### config.mk
export PLATFORM = sky130hd
export DESIGN_NAME = detection_spot_table
export DESIGN_NICKNAME = d
export VERILOG_FILES = /design/src/rtl/dst_pkg.sv /design/src/rtl/dst_sqacc.sv /design/src/rtl/detection_spot_table.sv
export SDC_FILE = /design/constraint.sdc
export NUM_CORES = 2
export LEC_CHECK = 0
export BUFFER_PORTS_ARGS = -buffer_cell sky130_fd_sc_hd__buf_2
export CORE_MARGIN = 2
export CORE_UTILIZATION = 55
export CTS_CLUSTER_SIZE = 30
export DETAILED_ROUTE_END_ITERATION = 8
export PLACE_DENSITY = 0.72
export SLEW_MARGIN = 20
export SYNTH_ARGS = -nofsm -noshare
export SYNTH_HDL_FRONTEND = slang
export SYNTH_HIERARCHICAL = 1
export SYNTH_SLANG_ARGS = --single-unit
### constraint.sdc
create_clock -name clk -period 16.9 [get_ports clk]
set_clock_uncertainty 0.1 [all_clocks]
set_input_delay 2.535 -clock clk [delete_from_list [all_inputs] [get_ports clk]]
set_output_delay 2.535 -clock clk [all_outputs]
set_load 0.03 [all_outputs]
### src/rtl/dst_pkg.sv
`timescale 1ns / 1ps
// ----------------------------------------------------------------------------
// dst_pkg: shared types and constants for the detection spot table
// Sequencer states, update actions and the control word of the distance unit.
// ----------------------------------------------------------------------------
package dst_pkg;

	localparam int DST_SPOTS = 4;
	localparam logic [31:0] DST_PROX_RESET = 32'd196608;
	localparam logic [15:0] DST_COUNT_MAX = 16'hFFFF;

	// width of one axis operand after abs(): covers |-2^24|
	localparam int DST_OPW = 25;
	localparam int DST_SQW = 2 * DST_OPW;

	typedef enum logic [1:0] {
		ACT_MERGE   = 2'd0,
		ACT_FILL    = 2'd1,
		ACT_REPLACE = 2'd2
	} dst_action_t;

	typedef enum logic [2:0] {
		ST_IDLE,
		ST_MUL_X,
		ST_MUL_Y,
		ST_CMP,
		ST_WRITE,
		ST_BEST,
		ST_DONE
	} dst_state_t;

	typedef struct packed {
		logic mul_en;  // register a new square
		logic load;    // move the held square into the accumulator
	} dst_sq_ctl_t;

endpackage

### src/rtl/dst_sqacc.sv
`timescale 1ns / 1ps
// ----------------------------------------------------------------------------
// dst_sqacc: shared squaring unit for the proximity test
// Squares one axis difference per cycle while mul_en is set, holds the first
// square, and compares the sum of both squares against the merge threshold.
// ----------------------------------------------------------------------------
module dst_sqacc (
	input  logic                     clk,
	input  dst_pkg::dst_sq_ctl_t     ctl,
	input  logic [dst_pkg::DST_OPW-1:0] operand,
	input  logic [31:0]              prox,
	output logic                     near
);
	import dst_pkg::*;

	logic [DST_SQW-1:0] prod_c;
	logic [DST_SQW-1:0] prod_s1;
	logic [DST_SQW-1:0] acc_q;
	logic [DST_SQW-1:0] sum_c;

	assign prod_c = operand * operand;

	always_ff @(posedge clk) begin
		if (ctl.mul_en) begin
			prod_s1 <= prod_c;
		end
		if (ctl.load) begin
			acc_q <= prod_s1;
		end
	end

	// squares are at most 2^48 each, so the sum never wraps
	assign sum_c = acc_q + prod_s1;
	assign near  = (sum_c[DST_SQW-1:32] == '0) && (sum_c[31:0] < prox);

endmodule

### src/rtl/detection_spot_table.sv
`timescale 1ns / 1ps
// ----------------------------------------------------------------------------
// detection_spot_table: merge ground detections into a small spot table
// Proximity merge, empty fill or lowest-score replace, then best-spot report.
// ----------------------------------------------------------------------------
// Sequence: each slot tested for proximity passes through MUL_X, MUL_Y and CMP
// (one shared squarer); if nothing merges, a WRITE state follows; then a BEST
// scan over all SPOTS slots and the DONE output state.
// Throughput: one word at a time; a new word is accepted only in IDLE, and the
// previous result may still wait at the output.
// Reset clears every spot to zero (empty) and sets the threshold to 3.0 m^2.
module detection_spot_table #(
	parameter int SPOTS = dst_pkg::DST_SPOTS
) (
	input  logic         clk,
	input  logic         arst_n,
	input  logic         cfg_we,
	input  logic [31:0]  cfg_wdata,
	input  logic         s_axis_tvalid,
	output logic         s_axis_tready,
	// det_x[23:0], det_y[47:24], det_score[63:48]
	input  logic [63:0]  s_axis_tdata,
	output logic         m_axis_tvalid,
	input  logic         m_axis_tready,
	// action[1:0], slot[3:2], slot_x[27:4], slot_y[51:28], slot_score[67:52],
	// slot_count[83:68], best_valid[84], best_slot[86:85], best_x[110:87],
	// best_y[134:111], zero[135]
	output logic [135:0] m_axis_tdata
);
	import dst_pkg::*;

	localparam int IW = (SPOTS > 1) ? $clog2(SPOTS) : 1;
	localparam logic [IW-1:0] LAST = IW'(SPOTS - 1);

	dst_state_t state_q, state_d;
	logic [IW-1:0] idx_q;
	logic [31:0] prox_q;

	logic [23:0] det_x_q, det_y_q;
	logic [15:0] det_score_q;

	logic [23:0] spot_x_q     [SPOTS];
	logic [23:0] spot_y_q     [SPOTS];
	logic [15:0] spot_score_q [SPOTS];
	logic [15:0] spot_count_q [SPOTS];

	logic          empty_found_q;
	logic [IW-1:0] empty_idx_q;
	logic [16:0]   min_score_q;
	logic [IW-1:0] min_idx_q;

	dst_action_t   action_q;
	logic [IW-1:0] upd_idx_q;
	logic [23:0]   upd_x_q, upd_y_q;
	logic [15:0]   upd_score_q, upd_count_q;

	logic          best_found_q;
	logic [15:0]   best_score_q;
	logic [IW-1:0] best_idx_q;
	logic [23:0]   best_x_q, best_y_q;

	logic [135:0] m_tdata_q;
	logic         m_tvalid_q;

	logic [23:0] rd_x, rd_y;
	logic [15:0] rd_score, rd_count;
	logic [23:0] op_a, op_b;
	logic [24:0] diff, mag;
	logic [24:0] sum_x, sum_y;
	logic [16:0] sum_s;
	logic [15:0] cnt_inc;
	logic [IW-1:0] wr_idx;
	logic        near;
	logic        s_accept;
	logic        out_free;
	dst_sq_ctl_t sq_ctl;

	assign rd_x     = spot_x_q[idx_q];
	assign rd_y     = spot_y_q[idx_q];
	assign rd_score = spot_score_q[idx_q];
	assign rd_count = spot_count_q[idx_q];

	// axis difference for the squarer: y on the second pass
	assign op_a = (state_q == ST_MUL_Y) ? det_y_q : det_x_q;
	assign op_b = (state_q == ST_MUL_Y) ? rd_y : rd_x;
	assign diff = {op_a[23], op_a} - {op_b[23], op_b};
	assign mag  = diff[24] ? (~diff + 25'd1) : diff;

	assign sq_ctl.mul_en = (state_q == ST_MUL_X) || (state_q == ST_MUL_Y);
	assign sq_ctl.load   = (state_q == ST_MUL_Y);

	dst_sqacc u_sqacc (
		.clk     (clk),
		.ctl     (sq_ctl),
		.operand (mag),
		.prox    (prox_q),
		.near    (near)
	);

	// floor averages: signed sum for positions, unsigned for the score, drop the low bit
	assign sum_x   = {rd_x[23], rd_x} + {det_x_q[23], det_x_q};
	assign sum_y   = {rd_y[23], rd_y} + {det_y_q[23], det_y_q};
	assign sum_s   = {1'b0, rd_score} + {1'b0, det_score_q};
	assign cnt_inc = (rd_count == DST_COUNT_MAX) ? rd_count : rd_count + 16'd1;
	assign wr_idx  = empty_found_q ? empty_idx_q : min_idx_q;

	assign s_accept      = s_axis_tvalid && s_axis_tready;
	assign s_axis_tready = (state_q == ST_IDLE);
	assign out_free      = !m_tvalid_q || m_axis_tready;

	always_ff @(posedge clk or negedge arst_n) begin
		if (!arst_n) begin
			state_q <= ST_IDLE;
		end else begin
			state_q <= state_d;
		end
	end

	always_comb begin
		state_d = state_q;
		case (state_q)
			ST_IDLE: begin
				if (s_accept) state_d = ST_MUL_X;
			end
			ST_MUL_X: state_d = ST_MUL_Y;
			ST_MUL_Y: state_d = ST_CMP;
			ST_CMP: begin
				if (near) state_d = ST_BEST;
				else if (idx_q == LAST) state_d = ST_WRITE;
				else state_d = ST_MUL_X;
			end
			ST_WRITE: state_d = ST_BEST;
			ST_BEST: begin
				if (idx_q == LAST) state_d = ST_DONE;
			end
			ST_DONE: begin
				if (out_free) state_d = ST_IDLE;
			end
			default: state_d = ST_IDLE;
		endcase
	end

	always_ff @(posedge clk or negedge arst_n) begin
		if (!arst_n) begin
			prox_q        <= DST_PROX_RESET;
			idx_q         <= '0;
			empty_found_q <= 1'b0;
			empty_idx_q   <= '0;
			min_score_q   <= 17'h10000;
			min_idx_q     <= '0;
			action_q      <= ACT_MERGE;
			upd_idx_q     <= '0;
			best_found_q  <= 1'b0;
			best_score_q  <= '0;
			best_idx_q    <= '0;
			best_x_q      <= '0;
			best_y_q      <= '0;
			m_tvalid_q    <= 1'b0;
			for (int i = 0; i < SPOTS; i++) begin
				spot_x_q[i]     <= '0;
				spot_y_q[i]     <= '0;
				spot_score_q[i] <= '0;
				spot_count_q[i] <= '0;
			end
		end else begin
			if (cfg_we) prox_q <= cfg_wdata;

			if (state_q == ST_DONE && out_free) begin
				m_tvalid_q <= 1'b1;
			end else if (m_axis_tready) begin
				m_tvalid_q <= 1'b0;
			end

			case (state_q)
				ST_IDLE: begin
					if (s_accept) begin
						idx_q         <= '0;
						empty_found_q <= 1'b0;
						min_score_q   <= 17'h10000;
						min_idx_q     <= '0;
						best_found_q  <= 1'b0;
						best_score_q  <= '0;
						best_idx_q    <= '0;
						best_x_q      <= '0;
						best_y_q      <= '0;
					end
				end
				ST_MUL_X: begin
					// fallback candidates ride along with the proximity pass
					if (!empty_found_q && rd_count == '0) begin
						empty_found_q <= 1'b1;
						empty_idx_q   <= idx_q;
					end
					if ({1'b0, rd_score} < min_score_q) begin
						min_score_q <= {1'b0, rd_score};
						min_idx_q   <= idx_q;
					end
				end
				ST_CMP: begin
					if (near) begin
						spot_x_q[idx_q]     <= sum_x[24:1];
						spot_y_q[idx_q]     <= sum_y[24:1];
						spot_score_q[idx_q] <= sum_s[16:1];
						spot_count_q[idx_q] <= cnt_inc;
						action_q    <= ACT_MERGE;
						upd_idx_q   <= idx_q;
						upd_x_q     <= sum_x[24:1];
						upd_y_q     <= sum_y[24:1];
						upd_score_q <= sum_s[16:1];
						upd_count_q <= cnt_inc;
						idx_q       <= '0;
					end else if (idx_q != LAST) begin
						idx_q <= idx_q + 1'b1;
					end
				end
				ST_WRITE: begin
					spot_x_q[wr_idx]     <= det_x_q;
					spot_y_q[wr_idx]     <= det_y_q;
					spot_score_q[wr_idx] <= det_score_q;
					spot_count_q[wr_idx] <= 16'd1;
					action_q    <= empty_found_q ? ACT_FILL : ACT_REPLACE;
					upd_idx_q   <= wr_idx;
					upd_x_q     <= det_x_q;
					upd_y_q     <= det_y_q;
					upd_score_q <= det_score_q;
					upd_count_q <= 16'd1;
					idx_q       <= '0;
				end
				ST_BEST: begin
					if (rd_count != '0 && rd_score > best_score_q) begin
						best_found_q <= 1'b1;
						best_score_q <= rd_score;
						best_idx_q   <= idx_q;
						best_x_q     <= rd_x;
						best_y_q     <= rd_y;
					end
					if (idx_q != LAST) idx_q <= idx_q + 1'b1;
				end
				default: ;
			endcase
		end
	end

	always_ff @(posedge clk) begin
		if (s_accept) begin
			det_x_q     <= s_axis_tdata[23:0];
			det_y_q     <= s_axis_tdata[47:24];
			det_score_q <= s_axis_tdata[63:48];
		end
		if (state_q == ST_DONE && out_free) begin
			m_tdata_q <= {1'b0, best_y_q, best_x_q, 2'(best_idx_q), best_found_q,
				upd_count_q, upd_score_q, upd_y_q, upd_x_q, 2'(upd_idx_q), action_q};
		end
	end

	assign m_axis_tvalid = m_tvalid_q;
	assign m_axis_tdata  = m_tdata_q;

	a_accept_starts: assert property (@(posedge clk) disable iff (!arst_n)
		s_accept |=> state_q == ST_MUL_X)
		else $error("accepted word did not start the proximity pass");

	a_result_from_done: assert property (@(posedge clk) disable iff (!arst_n)
		$rose(m_axis_tvalid) |-> $past(state_q == ST_DONE))
		else $error("result raised outside the done state");

	a_action_code: assert property (@(posedge clk) disable iff (!arst_n)
		m_axis_tvalid |-> m_axis_tdata[1:0] != 2'd3)
		else $error("undefined action code on output");

	a_no_best_zero: assert property (@(posedge clk) disable iff (!arst_n)
		(m_axis_tvalid && !m_axis_tdata[84]) |-> m_axis_tdata[134:85] == '0)
		else $error("best fields not zero without a best spot");

	a_fill_count_one: assert property (@(posedge clk) disable iff (!arst_n)
		(m_axis_tvalid && m_axis_tdata[1:0] != 2'd0) |-> m_axis_tdata[83:68] == 16'd1)
		else $error("filled or replaced spot with count other than one");

endmodule

After elaboration in Yosys (flattened, before gate mapping)
Cells that the tools add are included.
{ "classes": {"n_addsub": 8, "multipliers": 1, "magnitude_cmp": 7, "n_eq_ne": 16, "mux": 85, "bitwise": 6, "n_reduce_logical": 28} }
{ "ops": {"columns": ["operator", "n"], "rows": [
  ["bitwise mux 96 bit", 4],
  ["case mux 96 bit (2 select lines)", 2],
  ["2-to-1 mux 24 bit", 13],
  ["case mux 64 bit (2 select lines)", 2],
  ["bitwise mux 64 bit", 3],
  ["2-to-1 mux 96 bit", 2],
  ["case mux 24 bit (2 select lines)", 4],
  ["2-to-1 mux 16 bit", 11],
  ["2-to-1 mux 64 bit", 2],
  ["binary-select mux 24 bit (select 2 bit)", 2],
  ["demux 24 bit (select 2 bit)", 2],
  ["case mux 16 bit (2 select lines)", 3],
  ["binary-select mux 16 bit (select 2 bit)", 2],
  ["demux 16 bit (select 2 bit)", 2],
  ["AND 60 bit", 1],
  ["NOT 60 bit", 1],
  ["adder 24 x 24 -> 25 bit", 2],
  ["adder 50 bit", 1],
  ["multiplier 25 x 25 -> 50 bit", 1],
  ["2-to-1 mux 17 bit", 2],
  ["case mux 17 bit (2 select lines)", 1],
  ["< comparator 32 bit", 1],
  ["adder 25 x 1 -> 25 bit (second input constant)", 1],
  ["2-to-1 mux 25 bit", 1],
  ["36 further kinds", 85]
]} }
{ "totals": {"register_bits": 830, "inputBits": 101} }

Longest topological paths before layout
{ "depth": {"ltp_word": 10, "mapped_depth": 46, "depth_no_buf": 41} }

Hierarchy
Netlist, hierarchy kept.
{ "by_module_without_submodules": {"columns": ["module", "instances", "cells_each", "area_per_inst_um2", "seq_area_each_um2"], "rows": [
  ["detection_spot_table", 1, 3210, 36228.5, 19667.6],
  ["dst_sqacc", 1, 2609, 24270.8, 2942.8]
]} }

Worst setup path before layout
Ideal clock, no wire load.
{ "synth_path": {"kind": "reg2reg", "startpoint": "register state_q[1]", "endpoint": "register u_sqacc.prod_s1[37] (data pin)", "setup_ns": 0.259, "t_arrival_ns": 12.346, "slack_ns": 4.195, "stages_incl_launch_ff": 44, "path_buffers": 5, "synth_period_minus_slack_ns": 12.705, "path_cell_list": "dfrtp_1 clkbuf_1 nor3b_1 clkbuf_1 clkbuf_1 o21ai_0 ha_1 fa_1 nor2b_1 o31a_1 o211ai_1 a21boi_1 o31a_1 nor3_1 mux2i_1 clkbuf_1 nor2_1 xnor2_1 [8 not listed] fa_1 inv_1 fa_1 inv_1 fa_1 inv_1 fa_1 inv_1 ha_1 nand4_1 inv_1 a221oi_1 a21oi_1 a211oi_1 o21ai_0 a211o_1 a21oi_1 xnor2_1"} }
{ "synth_rtl": {"columns": ["item", "line_no", "text"], "rows": [
  ["start, declared", "detection_spot_table.sv:35", "dst_state_t state_q, state_d;"],
  ["start signal, assigned", "detection_spot_table.sv:115", "state_q <= state_d;"],
  ["end signal, assigned", "dst_sqacc.sv:25", "prod_s1 <= prod_c;"],
  ["end, declared", "dst_sqacc.sv:17", "logic [DST_SQW-1:0] prod_s1;"]
]} }

Worst setup path in the final report
{ "layout_path": {"startpoint": "register idx_q[0]", "endpoint": "register u_sqacc.prod_s1[42] (data pin)"} }
{ "layout_via": {"elab_chain_len": 10} }
{ "layout_lines": {"columns": ["item", "line_no", "text"], "rows": [
  ["start, declared", "detection_spot_table.sv:36", "logic [IW-1:0] idx_q;"],
  ["start signal, assigned", "detection_spot_table.sv:213", "idx_q <= idx_q + 1'b1;"],
  ["start signal, assigned", "detection_spot_table.sv:237", "if (idx_q != LAST) idx_q <= idx_q + 1'b1;"],
  ["NOT 2 -> 3 bit (implied by the code) (*)", "detection_spot_table.sv:78, detection_spot_table.sv:79", null],
  ["binary-select mux 24 bit (select 2 bit), on equally long branches", "detection_spot_table.sv:78, detection_spot_table.sv:79", null],
  ["2-to-1 mux 24 bit, on equally long branches (2 in a row)", "detection_spot_table.sv:78, detection_spot_table.sv:79", null],
  ["2-to-1 mux 24 bit (*)", "detection_spot_table.sv:85", "assign op_b = (state_q == ST_MUL_Y) ? rd_y : rd_x;"],
  ["subtractor 24 x 24 -> 25 bit (*)", "detection_spot_table.sv:86", "assign diff = {op_a[23], op_a} - {op_b[23], op_b};"],
  ["NOT 25 bit", "detection_spot_table.sv:87", "assign mag = diff[24] ? (~diff + 25'd1) : diff;"],
  ["adder 25 x 1 -> 25 bit", "detection_spot_table.sv:87", null],
  ["2-to-1 mux 25 bit (*)", "detection_spot_table.sv:87", null],
  ["named net mag[20]", "detection_spot_table.sv:68", "logic [24:0] diff, mag;"],
  ["multiplier 25 x 25 -> 50 bit (*)", "dst_sqacc.sv:21", "assign prod_c = operand * operand;"],
  ["named net u_sqacc.prod_c[42]", "dst_sqacc.sv:16", "logic [DST_SQW-1:0] prod_c;"]
]} }
Mark *: on every way through the listed nets, which the timed path passes. The rest lies on a longest branch. The select of a mux whose other input is x is not followed.
A chain may end at the register's enable or synchronous reset.

==> summary.txt <==
WL/cell = 21.99 um
Post-synthesis area per instance = 10.40 sq um
Detail Placement HPWL = 119,300 um
Initial antenna violation count = 4
CTS tree = yes
Worst path required time = 17,310 ps
Area after DPL = 63,250 sq um
DRC = 0
Clk buf depth = 3
Fmax = 73.16 MHz
WP data arrival = 14,080 ps
Min cycle time layout = 13,670 ps
Crit path kind = reg2reg
Max_cap viols = 0
CTS buffer count = 88
CTS Hold Bufs = 0
Synthesized area = 60,500 sq um
Worst setup SP type = flip-flop
Layout Cell Area excl Fill = 66,360 sq um
Initial drt markers = 4,642
Synth cell types = 105
All-layer global routing usage = 29.76%
Aggregate global routing overflow = 0
Initial Util = 55.50%
CP peak stage delay = 840 ps
Row Count = 121
Final wirelength = 164,300 um
RSZ-0062 raised after global routing = no
Crit. End Element = flip-flop
H-tree levels = 3
Crit-path max FO = 32
Number of global-route vias before repair = 45,910
Status = complete, no violations
Die footprint = 112,700 sq um
CP top delay family = adder cells
Hold WC Path Type = reg2reg
Top_reg_cell synth = dfrtp_1
Critical-path top delay cell = dfrtp_4
Setup repair bufs after CTS = 0
Clk_lat worst skew = 700 ps
Final Cycle Share = 80.88%
Flops & latches, synth = 828
Layout area overhead = 9.695%
First-pass GRT wire length = 260,100 um
Die X = 335.7 um
Core Region = 109,000 sq um
CTS Sinks = 828
1st-pass router iterations = 6
Most used cell, CP = fa_1
Syn nets = 6,768
Setup_tns = 0 ps
Sequential area share after synthesis = 37.37%
Reg clk slew, reported paths = 60 ps
Largest net degree at the start of global routing = 88
Setup violators final = 0
Drt via density = 6.034
Nets@finish = 6,927
Async S/R FF share, synth = 54.47%
DIE HEIGHT = 335.7 um
Cts repair resizes = 0
Post-synth EDFFs = 377
Via count = 45,070
Crit path buf inv count = 8
Slew headroom = 22.66%
Synth Instances = 5,819
CTS root buf = clkbuf_16
Share of cells above drive strength 1 = 11.68%
Final ANT Viol Nets = 0
Fin. Hold Viols = 0
Top Ports = 239
Port Buffers = 237
GPL Wtd Cong = 0.9363
Final Slew Violations = 0
Synth warn = 6
Actual slew at the worst max-slew pin = 1156 ps
-- metal layers --
metal / GRT usage (%) / wire length, um / vias to the layer above
li1: - / - / 20190
met1: 43.10 / 69980 / 22320
met2: 44.49 / 71870 / 2217
met3: 6.018 / 16450 / 337
met4: 10.92 / 5932 / 4
met5: 0 / 22 / -
-- logic make-up after synthesis --
family          share of synthesized area, %
compound gates                         13.24
xor+xnor                               2.548
fa+ha+maj                              23.38
buf+inv                                6.736
flops                                  37.37
mux                                    5.851
other cells                         0.006198
simple gates                           10.87
-- synth_stat cells, types with 23 or more instances --
master | count | area (sq um)
edfxtp_1 | 377 | 11320
clkbuf_1 | 201 | 754.5
o21a_1 | 72 | 540.5
buf_1 | 23 | 86.33
a21o_1 | 113 | 848.3
dfrtp_1 | 448 | 11210
nand3_1 | 59 | 295.3
nor2b_1 | 34 | 212.7
nor2_1 | 298 | 1119
mux4_2 | 78 | 1757
a22o_1 | 44 | 385.4
nand2_1 | 626 | 2350
nor3_1 | 48 | 240.2
a22oi_1 | 28 | 210.2
mux2i_1 | 84 | 840.8
and2_1 | 176 | 1101
inv_1 | 822 | 3085
a211oi_1 | 25 | 187.7
a31oi_1 | 42 | 262.8
o221ai_1 | 33 | 289.0
or2_2 | 30 | 187.7
nand2b_1 | 24 | 150.1
o21ai_0 | 308 | 1541
mux2_2 | 79 | 889.6
xor2_1 | 68 | 595.6
nand4_1 | 25 | 156.4
and3_1 | 30 | 187.7
fa_1 | 471 | 9429
o211ai_1 | 37 | 277.8
a21oi_1 | 312 | 1562
xnor2_1 | 108 | 945.9
ha_1 | 377 | 4717
a221oi_1 | 31 | 271.5
-- metrics by stage --
stage	util (%)	instances	setup WS (ps)	hold WS [ps]
after global routing	60.88	7468	2204	318.9
after CTS	60.86	7467	3440	312.5
after floorplan	-	5819	4195	300.3
after detailed placement	58.03	7301	3508	304.5
final	60.88	7469	3232	314.1
after global placement	58.03	7301	3727	301.0
-- worst paths after layout --
| path | startpoint | to | slack [ps] | cells after the start |
|---|---|---|---|---|
| worst min register to register | upd_y_q[10] | m_axis_tdata[38] | 310 | 0 |
| max in group asynchronous | arst_n | prox_q[21] | 12090 | 4 |
| worst min-delay path | upd_y_q[10] | m_axis_tdata[38] | 310 | 0 |
| worst max-delay path | idx_q[0] | u_sqacc/prod_s1[42] | 3230 | 39 |
| min in group asynchronous | arst_n | spot_count_q[25] | 1680 | 1 |
| worst max register to register | idx_q[0] | u_sqacc/prod_s1[42] | 3230 | 39 |
-- layout make-up --
class	instances	area, sq um
clock buffer	108	2330
inverter	823	3090
multi-input combinational	3923	34010
antenna	1	2.502
fill	8886	42640
sequential	828	22620
tap	1414	1769
clock inverter	58	759.5
timing repair buffer	314	1787
-- state kept, by name, summed over array words and instances, names as in the netlist, 17 cells and up --
signal	count
prox_q	32
best_x_q	24
best_y_q	24
spot_x_q	96
spot_count_q	64
upd_x_q	24
min_score_q	17
m_axis_tdata	135
det_x_q	24
u_sqacc/acc_q	49
spot_score_q	64
spot_y_q	96
det_y_q	24
upd_y_q	24
u_sqacc/prod_s1	49
-- cells in the final DEF (no fill, tap or decap), types with 90 or more instances in the layout --
cell | Yosys | final
dfrtp_1 | 448 | 446
and2_1 | 176 | 176
o21ai_0 | 308 | 307
nand2_1 | 626 | 625
edfxtp_1 | 377 | 377
nor2_1 | 298 | 288
buf_2 | 14 | 236
fa_1 | 471 | 471
xnor2_1 | 108 | 101
ha_1 | 377 | 377
a21o_1 | 113 | 113
a21oi_1 | 312 | 312
inv_1 | 822 | 822
clkbuf_16 | 0 | 90
Power is left out: the tool's default activity adds up to more than one toggle a clock period on the data nets, which glitch-free logic cannot reach.
